`src/hdl/p2tc_pkg.sv`:
```
package p2tc_pkg;

    localparam int ROWS       = 8;
    localparam int ROW_W      = $clog2(ROWS);
    localparam int BYTE_W     = 8;
    localparam int PIX_ROW_W  = 16;
    localparam int INDEX_W    = 4;
    localparam int QDEPTH     = 4;
    localparam int QPTR_W     = $clog2(QDEPTH);
    localparam int QCNT_W     = $clog2(QDEPTH + 1);
    localparam int IN_DATA_W  = 24;
    localparam int OUT_DATA_W = 32;

    localparam logic [ROW_W-1:0] LAST_ROW = ROW_W'(ROWS - 1);

    typedef enum logic [1:0] {
        CMD_DEC_STORE,
        CMD_DEC_ROW,
        CMD_ENC_ROW,
        CMD_ENC_FLUSH
    } cmd_kind_t;

    typedef struct packed {
        cmd_kind_t          kind;
        logic [ROW_W-1:0]   row;
        logic [BYTE_W-1:0]  lo;
        logic [BYTE_W-1:0]  hi;
    } cmd_t;

    // plane bytes are MSB-leftmost, pixel k sits in bits 2k+1:2k
    function automatic logic [PIX_ROW_W-1:0] planes_to_row(input logic [BYTE_W-1:0] lo,
                                                           input logic [BYTE_W-1:0] hi);
        logic [PIX_ROW_W-1:0] r;
        r = '0;
        for (int k = 0; k < ROWS; k++)
        begin
            r[2*k]   = lo[ROWS-1-k];
            r[2*k+1] = hi[ROWS-1-k];
        end
        return r;
    endfunction

    function automatic logic [BYTE_W-1:0] row_plane(input logic [PIX_ROW_W-1:0] r,
                                                    input logic                 high);
        logic [BYTE_W-1:0] b;
        b = '0;
        for (int k = 0; k < ROWS; k++)
        begin
            b[ROWS-1-k] = high ? r[2*k+1] : r[2*k];
        end
        return b;
    endfunction

endpackage

```
`src/hdl/p2tc_front.sv`:
```
module p2tc_front
    import p2tc_pkg::*;
(
    input  logic                 clk,
    input  logic                 rst_n,
    input  logic                 cfg_valid,
    output logic                 cfg_ready,
    input  logic                 cfg_data,
    input  logic                 s_axis_tvalid,
    output logic                 s_axis_tready,
    input  logic [IN_DATA_W-1:0] s_axis_tdata,
    input  logic                 q_full,
    output logic                 q_push,
    output cmd_t                 q_cmd
);

    logic               direction_reg;
    logic [INDEX_W-1:0] pos_reg;
    logic [INDEX_W-1:0] pos_next;
    logic [BYTE_W-1:0]  in_byte;
    logic [PIX_ROW_W-1:0] in_row;
    logic [ROW_W-1:0]   row;

    assign cfg_ready     = 1'b1;
    assign s_axis_tready = !q_full;
    assign q_push        = s_axis_tvalid && !q_full;
    assign in_byte       = s_axis_tdata[BYTE_W-1:0];
    assign in_row        = s_axis_tdata[BYTE_W +: PIX_ROW_W];
    assign row           = pos_reg[ROW_W-1:0];

    always_comb
    begin
        q_cmd.row = row;
        if (!direction_reg)
        begin
            q_cmd.kind = pos_reg[ROW_W] ? CMD_DEC_ROW : CMD_DEC_STORE;
            q_cmd.lo   = '0;
            q_cmd.hi   = in_byte;
            pos_next   = pos_reg + INDEX_W'(1);
        end
        else
        begin
            q_cmd.kind = (row == LAST_ROW) ? CMD_ENC_FLUSH : CMD_ENC_ROW;
            q_cmd.lo   = row_plane(in_row, 1'b0);
            q_cmd.hi   = row_plane(in_row, 1'b1);
            // encode always restarts at row 0 after the eighth row
            pos_next   = (row == LAST_ROW) ? '0 : {1'b0, row + ROW_W'(1)};
        end
    end

    always_ff @(posedge clk or negedge rst_n)
    begin
        if (!rst_n)
        begin
            direction_reg <= 1'b0;
            pos_reg       <= '0;
        end
        else
        begin
            if (cfg_valid)
            begin
                direction_reg <= cfg_data;
            end
            if (q_push)
            begin
                pos_reg <= pos_next;
            end
        end
    end

endmodule

```
`src/hdl/p2tc_queue.sv`:
```
module p2tc_queue
    import p2tc_pkg::*;
(
    input  logic clk,
    input  logic rst_n,
    input  logic push,
    input  cmd_t push_cmd,
    output logic full,
    input  logic pop,
    output cmd_t head,
    output logic empty
);

    cmd_t              mem [QDEPTH];
    logic [QPTR_W-1:0] wr_ptr_reg;
    logic [QPTR_W-1:0] rd_ptr_reg;
    logic [QCNT_W-1:0] count_reg;

    assign full  = (count_reg == QCNT_W'(QDEPTH));
    assign empty = (count_reg == '0);
    assign head  = mem[rd_ptr_reg];

    always_ff @(posedge clk)
    begin
        if (push)
        begin
            mem[wr_ptr_reg] <= push_cmd;
        end
    end

    always_ff @(posedge clk or negedge rst_n)
    begin
        if (!rst_n)
        begin
            wr_ptr_reg <= '0;
            rd_ptr_reg <= '0;
            count_reg  <= '0;
        end
        else
        begin
            if (push)
            begin
                wr_ptr_reg <= wr_ptr_reg + QPTR_W'(1);
            end
            if (pop)
            begin
                rd_ptr_reg <= rd_ptr_reg + QPTR_W'(1);
            end
            if (push && !pop)
            begin
                count_reg <= count_reg + QCNT_W'(1);
            end
            else if (pop && !push)
            begin
                count_reg <= count_reg - QCNT_W'(1);
            end
        end
    end

endmodule

```
`src/hdl/p2tc_back.sv`:
```
module p2tc_back
    import p2tc_pkg::*;
(
    input  logic                  clk,
    input  logic                  rst_n,
    input  cmd_t                  head,
    input  logic                  empty,
    output logic                  pop,
    output logic                  m_axis_tvalid,
    input  logic                  m_axis_tready,
    output logic [OUT_DATA_W-1:0] m_axis_tdata,
    output logic                  m_axis_tlast
);

    logic [BYTE_W-1:0]    buf_mem [ROWS];
    logic                 buf_we;
    logic [ROW_W-1:0]     buf_waddr;
    logic [BYTE_W-1:0]    buf_wdata;
    logic [ROW_W-1:0]     buf_raddr;
    logic [BYTE_W-1:0]    buf_rdata;

    logic                 flush_reg;
    logic                 flush_next;
    logic [ROW_W-1:0]     flush_cnt_reg;
    logic [ROW_W-1:0]     flush_cnt_next;

    logic                 valid_reg;
    logic                 slot_free;
    logic                 emit;
    logic [BYTE_W-1:0]    byte_reg;
    logic [BYTE_W-1:0]    byte_next;
    logic [PIX_ROW_W-1:0] row_reg;
    logic [PIX_ROW_W-1:0] row_next;
    logic [INDEX_W-1:0]   index_reg;
    logic [INDEX_W-1:0]   index_next;
    logic                 last_reg;
    logic                 last_next;

    assign slot_free     = !valid_reg || m_axis_tready;
    assign buf_raddr     = flush_reg ? flush_cnt_reg : head.row;
    assign buf_rdata     = buf_mem[buf_raddr];
    assign m_axis_tvalid = valid_reg;
    assign m_axis_tlast  = last_reg;
    assign m_axis_tdata  = {{(OUT_DATA_W - BYTE_W - PIX_ROW_W - INDEX_W){1'b0}},
                            index_reg, row_reg, byte_reg};

    always_comb
    begin
        pop            = 1'b0;
        emit           = 1'b0;
        buf_we         = 1'b0;
        buf_waddr      = head.row;
        buf_wdata      = head.hi;
        flush_next     = flush_reg;
        flush_cnt_next = flush_cnt_reg;
        byte_next      = '0;
        row_next       = '0;
        index_next     = {1'b0, head.row};
        last_next      = 1'b1;

        if (flush_reg)
        begin
            // high-plane bytes of the finished tile, one per cycle while the output slot is free
            if (slot_free)
            begin
                emit           = 1'b1;
                byte_next      = buf_rdata;
                index_next     = {1'b1, flush_cnt_reg};
                last_next      = (flush_cnt_reg == LAST_ROW);
                flush_cnt_next = flush_cnt_reg + ROW_W'(1);
                flush_next     = (flush_cnt_reg != LAST_ROW);
            end
        end
        else if (!empty)
        begin
            case (head.kind)
                CMD_DEC_STORE:
                begin
                    pop    = 1'b1;
                    buf_we = 1'b1;
                end
                CMD_DEC_ROW:
                begin
                    if (slot_free)
                    begin
                        pop      = 1'b1;
                        emit     = 1'b1;
                        row_next = planes_to_row(buf_rdata, head.hi);
                    end
                end
                CMD_ENC_ROW, CMD_ENC_FLUSH:
                begin
                    if (slot_free)
                    begin
                        pop       = 1'b1;
                        emit      = 1'b1;
                        buf_we    = 1'b1;
                        byte_next = head.lo;
                        if (head.kind == CMD_ENC_FLUSH)
                        begin
                            last_next      = 1'b0;
                            flush_next     = 1'b1;
                            flush_cnt_next = '0;
                        end
                    end
                end
                default:
                begin
                    pop = 1'b0;
                end
            endcase
        end
    end

    always_ff @(posedge clk)
    begin
        if (buf_we)
        begin
            buf_mem[buf_waddr] <= buf_wdata;
        end
        if (emit)
        begin
            byte_reg  <= byte_next;
            row_reg   <= row_next;
            index_reg <= index_next;
            last_reg  <= last_next;
        end
    end

    always_ff @(posedge clk or negedge rst_n)
    begin
        if (!rst_n)
        begin
            valid_reg     <= 1'b0;
            flush_reg     <= 1'b0;
            flush_cnt_reg <= '0;
        end
        else
        begin
            flush_reg     <= flush_next;
            flush_cnt_reg <= flush_cnt_next;
            if (emit)
            begin
                valid_reg <= 1'b1;
            end
            else if (m_axis_tready)
            begin
                valid_reg <= 1'b0;
            end
        end
    end

endmodule

```
`src/hdl/planar_2bpp_tile_codec.sv`:
```
// Converts 8x8 2bpp tiles between planar bytes (eight low-plane bytes, then
// eight high-plane bytes, bit 7 = leftmost pixel) and packed pixel rows
// (pixel k in bits 2k+1:2k). Direction is set through the cfg channel
// (0 = decode, 1 = encode) and may only change while the block is idle; a
// change mid-tile keeps the tile position. Decode: the first eight bytes of a
// tile give no result, the next eight each give one row. Encode: each row gives
// its low-plane byte at once; the eighth row also gives the eight buffered
// high-plane bytes, nine results in all, tlast on the final one. The input
// side feeds a four-entry command queue and takes one item per cycle while the
// queue has room; the output side delivers at most one result per cycle from
// an output register, so decode sustains one item per cycle while the receiver
// accepts, and encode is limited by that output port (16 bytes per 8 rows).
module planar_2bpp_tile_codec
    import p2tc_pkg::*;
(
    input  logic                  clk,
    input  logic                  rst_n,
    input  logic                  cfg_valid,
    output logic                  cfg_ready,
    input  logic                  cfg_data,
    input  logic                  s_axis_tvalid,
    output logic                  s_axis_tready,
    // [7:0] in_byte, [23:8] in_row
    input  logic [IN_DATA_W-1:0]  s_axis_tdata,
    output logic                  m_axis_tvalid,
    input  logic                  m_axis_tready,
    // [7:0] out_byte, [23:8] out_row, [27:24] out_index, [31:28] zero
    output logic [OUT_DATA_W-1:0] m_axis_tdata,
    output logic                  m_axis_tlast
);

    logic q_full;
    logic q_push;
    cmd_t q_cmd;
    logic q_pop;
    cmd_t q_head;
    logic q_empty;

    p2tc_front u_front (
        .clk           (clk),
        .rst_n         (rst_n),
        .cfg_valid     (cfg_valid),
        .cfg_ready     (cfg_ready),
        .cfg_data      (cfg_data),
        .s_axis_tvalid (s_axis_tvalid),
        .s_axis_tready (s_axis_tready),
        .s_axis_tdata  (s_axis_tdata),
        .q_full        (q_full),
        .q_push        (q_push),
        .q_cmd         (q_cmd)
    );

    p2tc_queue u_queue (
        .clk      (clk),
        .rst_n    (rst_n),
        .push     (q_push),
        .push_cmd (q_cmd),
        .full     (q_full),
        .pop      (q_pop),
        .head     (q_head),
        .empty    (q_empty)
    );

    p2tc_back u_back (
        .clk           (clk),
        .rst_n         (rst_n),
        .head          (q_head),
        .empty         (q_empty),
        .pop           (q_pop),
        .m_axis_tvalid (m_axis_tvalid),
        .m_axis_tready (m_axis_tready),
        .m_axis_tdata  (m_axis_tdata),
        .m_axis_tlast  (m_axis_tlast)
    );

endmodule

```
`config.mk`:
```
export PLATFORM = sky130hd
export DESIGN_NAME = planar_2bpp_tile_codec
export DESIGN_NICKNAME = d
export VERILOG_FILES = /design/src/hdl/p2tc_pkg.sv /design/src/hdl/p2tc_front.sv /design/src/hdl/p2tc_queue.sv /design/src/hdl/p2tc_back.sv /design/src/hdl/planar_2bpp_tile_codec.sv
export SDC_FILE = /design/constraint.sdc
export NUM_CORES = 1
export LEC_CHECK = 0
export ABC_CLOCK_PERIOD_IN_PS = 2700
export BUFFER_PORTS_ARGS = -buffer_cell sky130_fd_sc_hd__clkbuf_2
export CORE_UTILIZATION = 50
export CTS_BUF_LIST = sky130_fd_sc_hd__clkbuf_8
export DETAILED_ROUTE_END_ITERATION = 10
export PLACE_DENSITY = 0.71
export SYNTH_ARGS = -nofsm -noshare
export SYNTH_HDL_FRONTEND = slang
export SYNTH_SLANG_ARGS = --single-unit
```
`constraint.sdc`:
```
create_clock -name clk -period 2.7 [get_ports clk]
set_clock_uncertainty 0.1 [all_clocks]
set_input_delay 0.27 -clock clk [delete_from_list [all_inputs] [get_ports clk]]
set_output_delay 0.27 -clock clk [all_outputs]
set_load 0.005 [all_outputs]
```
==> summary.txt, run 1 <==
Cells and area
  • P&R area growth vs syn: 13.4%
  • Area of the multi-input gates: 0.00273 mm²
  • Sequential cell area: 0.00574 mm²
  • Fill cell count: 1355
  • Max FFs per register: 84
  • Diode count: 0
  • Layout cells sized above 1: 25.3%
  • Final #Nets: 734

Clock tree
  • Clock transition time at the flip-flop clock pins of the worst setup and hold paths: 0.09 ns
  • Clock latency of the later-clocked register in the worst-skew pair: 0.46 ns
  • Depth of the CTS H-tree: 4
  • Number of buffers created by CTS: 17
  • CTS Root Cell: sky130_fd_sc_hd__clkbuf_8
  • TritonCTS clock tree: yes
  • Sinks on the clock net: 194
  • Longest Clk Path Bufs: 2

Die
  • Standard-cell rows: 48
  • Starting density of the core: 51.0%
  • Number of ports placed on the die boundary: 66
  • Die extent in y: 134 µm
  • Die ar.: 0.0180 mm²
  • Overall die width: 134 µm
  • CORE AREA: 0.0172 mm²

Pwr
  • Int Power: 7.52 mW
  • Switching power share of the total: 37.4%
  • Comb pwr share: 43.0%
  • Net switching power of the design: 4.50 mW
  • Worst vdd rail ir drop: 0.628 mV
  • Share of power burned in the clock network: 17.7%
  • Seq pwr share: 39.4%
  • Total leakage power: 3.63 nW
  • Power density over the cells: 1210 mW/mm²

Timing
  • Highest clock frequency the design can meet: 384 MHz
  • Worst max-slew margin expressed relative to the limit: 45.6%
  • Count of pins over their slew limit: 0
  • Final hold violations: 0
  • Share of the cycle needed by the critical path after routing: 96.4%
  • Period minus WS final: 2.60 ns
  • Total negative setup slack: 0 ns
  • Final setup violation count: 0
  • Transition time at the pin with the least slew margin: 0.813 ns
  • Unrepaired setup endpoints after global routing: false
  • Slack of the critical path: 0.0971 ns

Setup path
  • Critical setup path kind: flop to flop
  • Reg-to-reg slack, setup: 0.1 ns
  • Critical Path End Type: flop
  • Origin of the worst setup path: u_queue.rd_ptr_reg[0]
  • Arrival time of the worst setup path: 2.79 ns
  • Setup crit start kind: flop
  • Capturing point of the worst reg2reg path: u_back.row_reg[2]
  • Peak fanout along the critical path: 6
  • R2r startpoint: u_queue.rd_ptr_reg[0]
  • Endpoint required time on the critical path: 2.89 ns
  • Depth of the most critical reg-to-reg path: 7
  • Timing endpoint of the critical path: u_back.row_reg[2]

Logic synthesis
  • Combined area of all synthesized cells: 0.00876 mm²
  • Average size of a mapped cell: 14.3 µm²
  • Count of cell types in the netlist: 57
  • Top FF cell, synth: sky130_fd_sc_hd__edfxtp_1
  • Proportion of register bits with asynchronous set or reset after synthesis: 8.76%
  • Number of synthesized flops with an enable pin: 177
  • Sequential share of the synthesized area: 65.6%
  • Number of flip-flops and latches in the synthesized netlist: 194
  • Number of warnings reported in the yosys synthesis log: 0
  • Count of mapped cells out of synthesis: 614

Global routing
  • Total gr overflow: 0
  • Largest net degree at the start of global routing: 48
  • Total Routing Usage GR: 21.5%
  • Antenna violations before repair: 0
  • Wire length of the first global-routing pass: 28800 µm
  • Number of global-route vias before repair: 5305

Detailed routing
  • Total wirelength of the detailed-routed design: 18500 µm
  • DR WL/cell: 19.8 µm
  • Number of detailed-routing iterations run before antenna repair: 5
  • Number of design-rule violations left by the first detailed-router iteration: 627
  • Number of DRC violations after detailed routing: 0
  • Vias post-DR: 5484
  • Mean number of vias per cell: 5.88
  • Number of nets still failing antenna checks after routing: 0

Place
  • Port bufs: 60
  • Placement-stage worst setup slack: 0.0277 ns
  • Detail Placement HPWL: 12600 µm
  • RePlAce Congestion: 0.839

Min path
  • Class of the worst hold path: input pin to flop

Outcome
  • Result of the run: completed

Flow run
  • Maximum Capacitance Violations: 0
## power groups by stage
| stage | logic (mW) | clock network, mW | registers, mW |
|---|---|---|---|
| after CTS | 5.09 | 2.15 | 4.73 |
| after global routing | 5.58 | 2.26 | 4.80 |
| after detailed placement | 5.07 | 0 | 4.79 |
| after global placement | 4.91 | 0 | 4.75 |
| after floorplan | 3.49 | 0 | 4.67 |
| final | 5.16 | 2.12 | 4.73 |
## cell families after synthesis
group                      Yosys count  share of synthesized area, %
other                                2                        0.0858
xor gates and xnor gates             6                         0.600
and+or+nand+nor                    166                          9.39
DFF                                194                          65.6
muxes                               48                          8.80
buffers and inverters               61                          3.70
AOI/OAI and AO/OA                  127                          10.4
adders and majority gates           10                          1.51
## cell usage after synthesis, types with 4 or more instances
master	count	area share, %
sky130_fd_sc_hd__a211oi_1	14	1.2
sky130_fd_sc_hd__ha_1	9	1.3
sky130_fd_sc_hd__nand3_1	6	0.34
sky130_fd_sc_hd__nor2_1	19	0.81
sky130_fd_sc_hd__o21ai_0	27	1.5
sky130_fd_sc_hd__a32oi_1	14	1.4
sky130_fd_sc_hd__and3_1	4	0.29
sky130_fd_sc_hd__buf_2	10	0.57
sky130_fd_sc_hd__a31oi_1	7	0.50
sky130_fd_sc_hd__buf_4	7	0.60
sky130_fd_sc_hd__inv_1	16	0.69
sky130_fd_sc_hd__a221oi_2	5	0.86
sky130_fd_sc_hd__edfxtp_1	177	61
sky130_fd_sc_hd__a22o_1	7	0.70
sky130_fd_sc_hd__a22oi_1	7	0.60
sky130_fd_sc_hd__and2_1	25	1.8
sky130_fd_sc_hd__o22ai_1	15	1.1
sky130_fd_sc_hd__mux2i_1	14	1.6
sky130_fd_sc_hd__dfrtp_1	17	4.9
sky130_fd_sc_hd__nor2b_1	17	1.2
sky130_fd_sc_hd__nand2b_1	16	1.1
sky130_fd_sc_hd__mux4_2	21	5.4
sky130_fd_sc_hd__buf_6	6	0.77
sky130_fd_sc_hd__a21oi_1	13	0.74
sky130_fd_sc_hd__nand2_1	66	2.8
sky130_fd_sc_hd__mux2_2	12	1.5
sky130_fd_sc_hd__nor3_1	5	0.29
sky130_fd_sc_hd__a221oi_1	4	0.40
sky130_fd_sc_hd__clkbuf_1	14	0.60
## worst min-delay path by stage
| stage | start | to | slack, ns | depth (start not counted) |
|---|---|---|---|---|
| 6_report | s_axis_tdata[18] | u_queue.mem[0][10] | 0.06 | 2 |
| 5_1_grt | s_axis_tdata[6] | u_queue.mem[3][6] | 0.05 | 2 |
| 4_1_cts | s_axis_tdata[10] | u_queue.mem[1][14] | 0.03 | 2 |
| 3_5_place_dp | rst_n | u_queue.wr_ptr_reg[0] | 0.15 | 1 |
| 3_3_place_gp | rst_n | u_queue.wr_ptr_reg[1] | 0.14 | 1 |
| 2_1_floorplan | rst_n | u_back.flush_cnt_reg[0] | -0.13 | 0 |
## metrics by stage
step | cell area (µm²) | utilization (%) | total power [mW] | std cells | hold slack (ns)
6_report | 9930 | 57.8 | 12.0 | 932 | 0.0601
4_1_cts | 9900 | 57.6 | 12.0 | 932 | 0.0303
2_1_floorplan | 8770 | - | 8.15 | 617 | -0.126
5_1_grt | 9930 | 57.8 | 12.6 | 932 | 0.0459
3_3_place_gp | 9410 | 54.8 | 9.66 | 897 | 0.143
3_5_place_dp | 9410 | 54.8 | 9.86 | 897 | 0.149
## layout make-up
type	instances	share of cell area (%)
inverter	20	0.756
clock inverter	15	2.27
multi-input combinational	362	27.5
tap	225	2.84
sequential	194	57.8
timing repair buffer	99	6.43
clock buffer	17	2.36
## timing repair
action | in CTS | in global routing
setup endpoints to repair | 1 | 46
pin swaps | 1 | 0
gates resized for setup | 0 | 9
hold buffers | 3 | 0
endpoints found under the hold margin | 18 | 0
setup buffers | 0 | 0
## placed cells by master (no fill, tap or decap), types with 4 or more instances in the layout
| master | Yosys | final |
|---|---|---|
| sky130_fd_sc_hd__nor2b_1 | 17 | 17 |
| sky130_fd_sc_hd__a32oi_1 | 14 | 14 |
| sky130_fd_sc_hd__a211oi_1 | 14 | 14 |
| sky130_fd_sc_hd__a21oi_1 | 13 | 11 |
| sky130_fd_sc_hd__a22o_1 | 7 | 7 |
| sky130_fd_sc_hd__clkbuf_2 | 0 | 60 |
| sky130_fd_sc_hd__edfxtp_1 | 177 | 177 |
| sky130_fd_sc_hd__clkinv_1 | 3 | 5 |
| sky130_fd_sc_hd__o22ai_1 | 15 | 15 |
| sky130_fd_sc_hd__conb_1 | 2 | 5 |
| sky130_fd_sc_hd__nor2_1 | 19 | 16 |
| sky130_fd_sc_hd__mux4_2 | 21 | 21 |
| sky130_fd_sc_hd__nor3_1 | 5 | 5 |
| sky130_fd_sc_hd__o21ai_0 | 27 | 26 |
| sky130_fd_sc_hd__a31oi_1 | 7 | 7 |
| sky130_fd_sc_hd__mux2_2 | 12 | 12 |
| sky130_fd_sc_hd__mux2i_1 | 14 | 14 |
| sky130_fd_sc_hd__a221oi_2 | 5 | 6 |
| sky130_fd_sc_hd__buf_4 | 7 | 33 |
| sky130_fd_sc_hd__and3_1 | 4 | 4 |
| sky130_fd_sc_hd__dfrtp_1 | 17 | 16 |
| sky130_fd_sc_hd__a22oi_1 | 7 | 7 |
| sky130_fd_sc_hd__bufinv_16 | 0 | 5 |
| sky130_fd_sc_hd__nand2b_1 | 16 | 16 |
| sky130_fd_sc_hd__inv_1 | 16 | 16 |
| sky130_fd_sc_hd__and2_1 | 25 | 25 |
| sky130_fd_sc_hd__ha_1 | 9 | 8 |
| sky130_fd_sc_hd__nand2_1 | 66 | 66 |
| sky130_fd_sc_hd__nand3_1 | 6 | 6 |
| sky130_fd_sc_hd__clkbuf_8 | 0 | 17 |
## critical path, stage by stage, from the launching register on
cell                        delay [ns]
sky130_fd_sc_hd__dfrtp_2          0.44
sky130_fd_sc_hd__buf_4            0.14
sky130_fd_sc_hd__mux2_2           0.34
sky130_fd_sc_hd__a222oi_1         0.53
sky130_fd_sc_hd__o311ai_0         0.25
sky130_fd_sc_hd__a2bb2oi_1        0.29
sky130_fd_sc_hd__o22ai_2          0.13
sky130_fd_sc_hd__nor3_1           0.22
## layer usage
metal	GRT usage [%]	routed length [µm]
met5	0	0
met4	7.24	302
met3	4.35	1060
met2	35.3	9340
met1	28.6	7780
Power figures use the tool's default switching activity.
==> inputs of run 2 (changes only) <==
--- a/config.mk
+++ b/config.mk
@@ -7,10 +7,12 @@
 export LEC_CHECK = 0
 export ABC_CLOCK_PERIOD_IN_PS = 2700
 export BUFFER_PORTS_ARGS = -buffer_cell sky130_fd_sc_hd__clkbuf_2
-export CORE_UTILIZATION = 50
+export CELL_PAD_IN_SITES_DETAIL_PLACEMENT = 2
+export CELL_PAD_IN_SITES_GLOBAL_PLACEMENT = 2
+export CORE_UTILIZATION = 32
 export CTS_BUF_LIST = sky130_fd_sc_hd__clkbuf_8
 export DETAILED_ROUTE_END_ITERATION = 10
-export PLACE_DENSITY = 0.71
+export PLACE_DENSITY = 0.64
 export SYNTH_ARGS = -nofsm -noshare
 export SYNTH_HDL_FRONTEND = slang
 export SYNTH_SLANG_ARGS = --single-unit
==> summary.txt, run 2 (same netlist as run 1, synthesis figures left out) <==
Global routing
  • Total gr overflow: 0 (unchanged)
  • Number of global-route vias before repair: 6211 (+17%)
  • Antenna violations before repair: 0 (unchanged)
  • Wire length of the first global-routing pass: 37500 µm (+30%)
  • Largest net degree at the start of global routing: 35 (-27%)
  • Total Routing Usage GR: 17.9% (-3.5 points)

Pwr
  • Switching power share of the total: 41.4% (+4.0 points)
  • Share of power burned in the clock network: 16.7% (-1.0 points)
  • Total leakage power: 3.69 nW (+1.8%)
  • Net switching power of the design: 5.20 mW (+16%)
  • Worst vdd rail ir drop: 0.501 mV (-20%)
  • Power density over the cells: 1230 mW/mm² (+1.8%)
  • Int Power: 7.36 mW (-2.1%)
  • Comb pwr share: 45.0% (+2.0 points)
  • Seq pwr share: 38.3% (-1.1 points)

Timing
  • Total negative setup slack: 0 ns (unchanged)
  • Count of pins over their slew limit: 0 (unchanged)
  • Transition time at the pin with the least slew margin: 0.976 ns (+0.162 ns)
  • Worst max-slew margin expressed relative to the limit: 34.7% (-11 points)
  • Highest clock frequency the design can meet: 382 MHz (-0.65%)
  • Unrepaired setup endpoints after global routing: false
  • Slack of the critical path: 0.0800 ns (-0.0171 ns)
  • Final hold violations: 0 (unchanged)
  • Final setup violation count: 0 (unchanged)
  • Period minus WS final: 2.62 ns (+0.0171 ns)
  • Share of the cycle needed by the critical path after routing: 97.0% (+0.63 points)

Clock tree
  • Clock latency of the later-clocked register in the worst-skew pair: 0.49 ns (+0.03 ns)
  • Longest Clk Path Bufs: 2 (unchanged)
  • Depth of the CTS H-tree: 4 (unchanged)
  • TritonCTS clock tree: yes
  • CTS Root Cell: sky130_fd_sc_hd__clkbuf_8
  • Sinks on the clock net: 194 (unchanged)
  • Number of buffers created by CTS: 17 (unchanged)
  • Clock transition time at the flip-flop clock pins of the worst setup and hold paths: 0.13 ns (+0.04 ns)

Setup path
  • Capturing point of the worst reg2reg path: u_back.byte_reg[7]
  • CP cell instances: mux4_2 -> buf_12 -> mux2i_1 -> o22ai_1 -> a221oi_2 -> a21oi_1 -> a22o_1
  • CP max-delay cell: sky130_fd_sc_hd__mux4_2
  • Setup crit start kind: flop
  • Peak fanout along the critical path: 31 (+25)
  • Critical Path End Type: flop
  • Critical setup path kind: flop to flop
  • Worst path max stage delay: 0.56 ns (+0.03 ns)
  • Endpoint required time on the critical path: 2.85 ns (-0.04 ns)
  • Depth of the most critical reg-to-reg path: 7 (unchanged)
  • Origin of the worst setup path: u_queue.rd_ptr_reg[0]
  • Cell type group with the largest total delay on the critical path: compound AO/OA/AOI/OAI gates
  • Count of buffering cells on the critical path with inverters included: 1 (unchanged)
  • Reg-to-reg slack, setup: 0.08 ns (-0.02 ns)
  • R2r startpoint: u_queue.rd_ptr_reg[0]
  • Arrival time of the worst setup path: 2.77 ns (-0.02 ns)

Die
  • Die ar.: 0.0280 mm² (+55%)
  • CORE AREA: 0.0269 mm² (+56%)
  • Die extent in y: 167 µm (+25%)
  • Standard-cell rows: 60 (+25%)
  • Starting density of the core: 32.6% (-18 points)
  • Number of ports placed on the die boundary: 66 (unchanged)
  • Overall die width: 167 µm (+25%)

Detailed routing
  • DR WL/cell: 22.8 µm (+15%)
  • Number of design-rule violations left by the first detailed-router iteration: 443 (-29%)
  • Number of DRC violations after detailed routing: 0 (unchanged)
  • Mean number of vias per cell: 5.24 (-11%)
  • Number of nets still failing antenna checks after routing: 0 (unchanged)
  • Total wirelength of the detailed-routed design: 24200 µm (+31%)
  • Number of detailed-routing iterations run before antenna repair: 4 (-1)
  • Vias post-DR: 5559 (+1.4%)

Place
  • Placement-stage worst setup slack: -0.211 ns (-0.239 ns)
  • RePlAce Congestion: 0.779 (-7.1%)
  • Instance area after placement: 0.00964 mm² (+2.5%)
  • Cells after DPL: 1023 (+14%)
  • Port bufs: 60 (unchanged)
  • Detail Placement HPWL: 16900 µm (+35%)

Min path
  • Hold Path Origin: s_axis_tdata[0]
  • Class of the worst hold path: input pin to flop
  • Worst hold path depth: 2 (unchanged)
  • End point of the most critical hold path: u_queue.mem[3][0]

Cells and area
  • Final #Nets: 746 (+1.6%)
  • Max FFs per register: 84 (unchanged)
  • Non-Filler Instances: 1061 (+14%)
  • Most common cell after layout, fill and taps aside: sky130_fd_sc_hd__edfxtp_1
  • Fraction of the core area covered by cells at the end of the flow: 37.9% (-20 points)
  • Most used cells in the layout excluding fill and tap cells: sky130_fd_sc_hd__edfxtp_1 (177), sky130_fd_sc_hd__nand2_1 (66), sky130_fd_sc_hd__clkbuf_2 (60), sky130_fd_sc_hd__buf_4 (42), sky130_fd_sc_hd__o21ai_0 (26)
  • Layout cells sized above 1: 27.3% (+1.9 points)
  • Final design area excluding fillers: 0.0102 mm² (+2.7%)
  • P&R area growth vs syn: 16.4%

Outcome
  • Result of the run: completed

Flow run
  • Maximum Capacitance Violations: 0 (unchanged)
run 2: how the worst max path moves through the flow:
| stage | depth (start not counted) | to | slack [ns] |
|---|---|---|---|
| 3_3_place_gp | 7 | u_back.row_reg[12] | -0.09 |
| 2_1_floorplan | 11 | u_queue.count_reg[2] | 0.01 |
| 5_1_grt | 8 | u_back.buf_mem[2][4] | 0.007 |
| 3_5_place_dp | 9 | u_queue.count_reg[2] | -0.21 |
| 4_1_cts | 9 | u_queue.count_reg[2] | 0.009 |
| 6_report | 7 | u_back.byte_reg[7] | 0.08 |
run 2: layout make-up:
cell class	count	area, µm²
clock buffer	17	234
sequential	194	5740
timing repair buffer	111	752
fill	2709	16700
inverter	20	75.1
clock inverter	15	220
antenna	1	2.50
tap	341	427
multi-input combinational	362	2740
run 2: repair_timing:
| item | 4_1_cts | 5_1_grt |
|---|---|---|
| setup endpoints to repair | 22 | 71 |
| hold buffers | 3 | 0 |
| endpoints found under the hold margin | 18 | 0 |
| resized for setup | 6 | 10 |
| buffers inserted | 0 | 2 |
run 2: metal layers:
layer	routed length, µm	vias to the layer above	GRT usage, %
met5	0	-	0
met2	12500	100	31.8
met3	605	19	2.62
li1	-	2521	-
met1	10700	2919	22.9
met4	353	0	4.63
run 2: per-stage QoR:
step | power [mW] | hold WS, ns
CTS | 12.6 | 0.00613
global placement | 10.1 | 0.156
global route | 13.3 | 0.0126
detailed placement | 10.5 | 0.172
floorplan | 8.15 | -0.126
finish | 12.6 | 0.0358
run 2: worst reg2reg max path: cells and delay by family, from the launching register on:
kind | cells | cell delay (ns)
multiplexers | 2 | 0.75
flip-flops | 1 | 0.48
AO/OA/AOI/OAI | 4 | 0.89
buffers and inverters | 1 | 0.19
run 2: power by group through the flow:
stage,Combinational (mW),Sequential [mW],Clock [mW]
floorplan,3.49,4.67,0
global placement,5.32,4.82,0
detailed placement,5.57,4.89,0
CTS,5.64,4.83,2.15
global route,6.11,4.89,2.25
finish,5.65,4.81,2.10
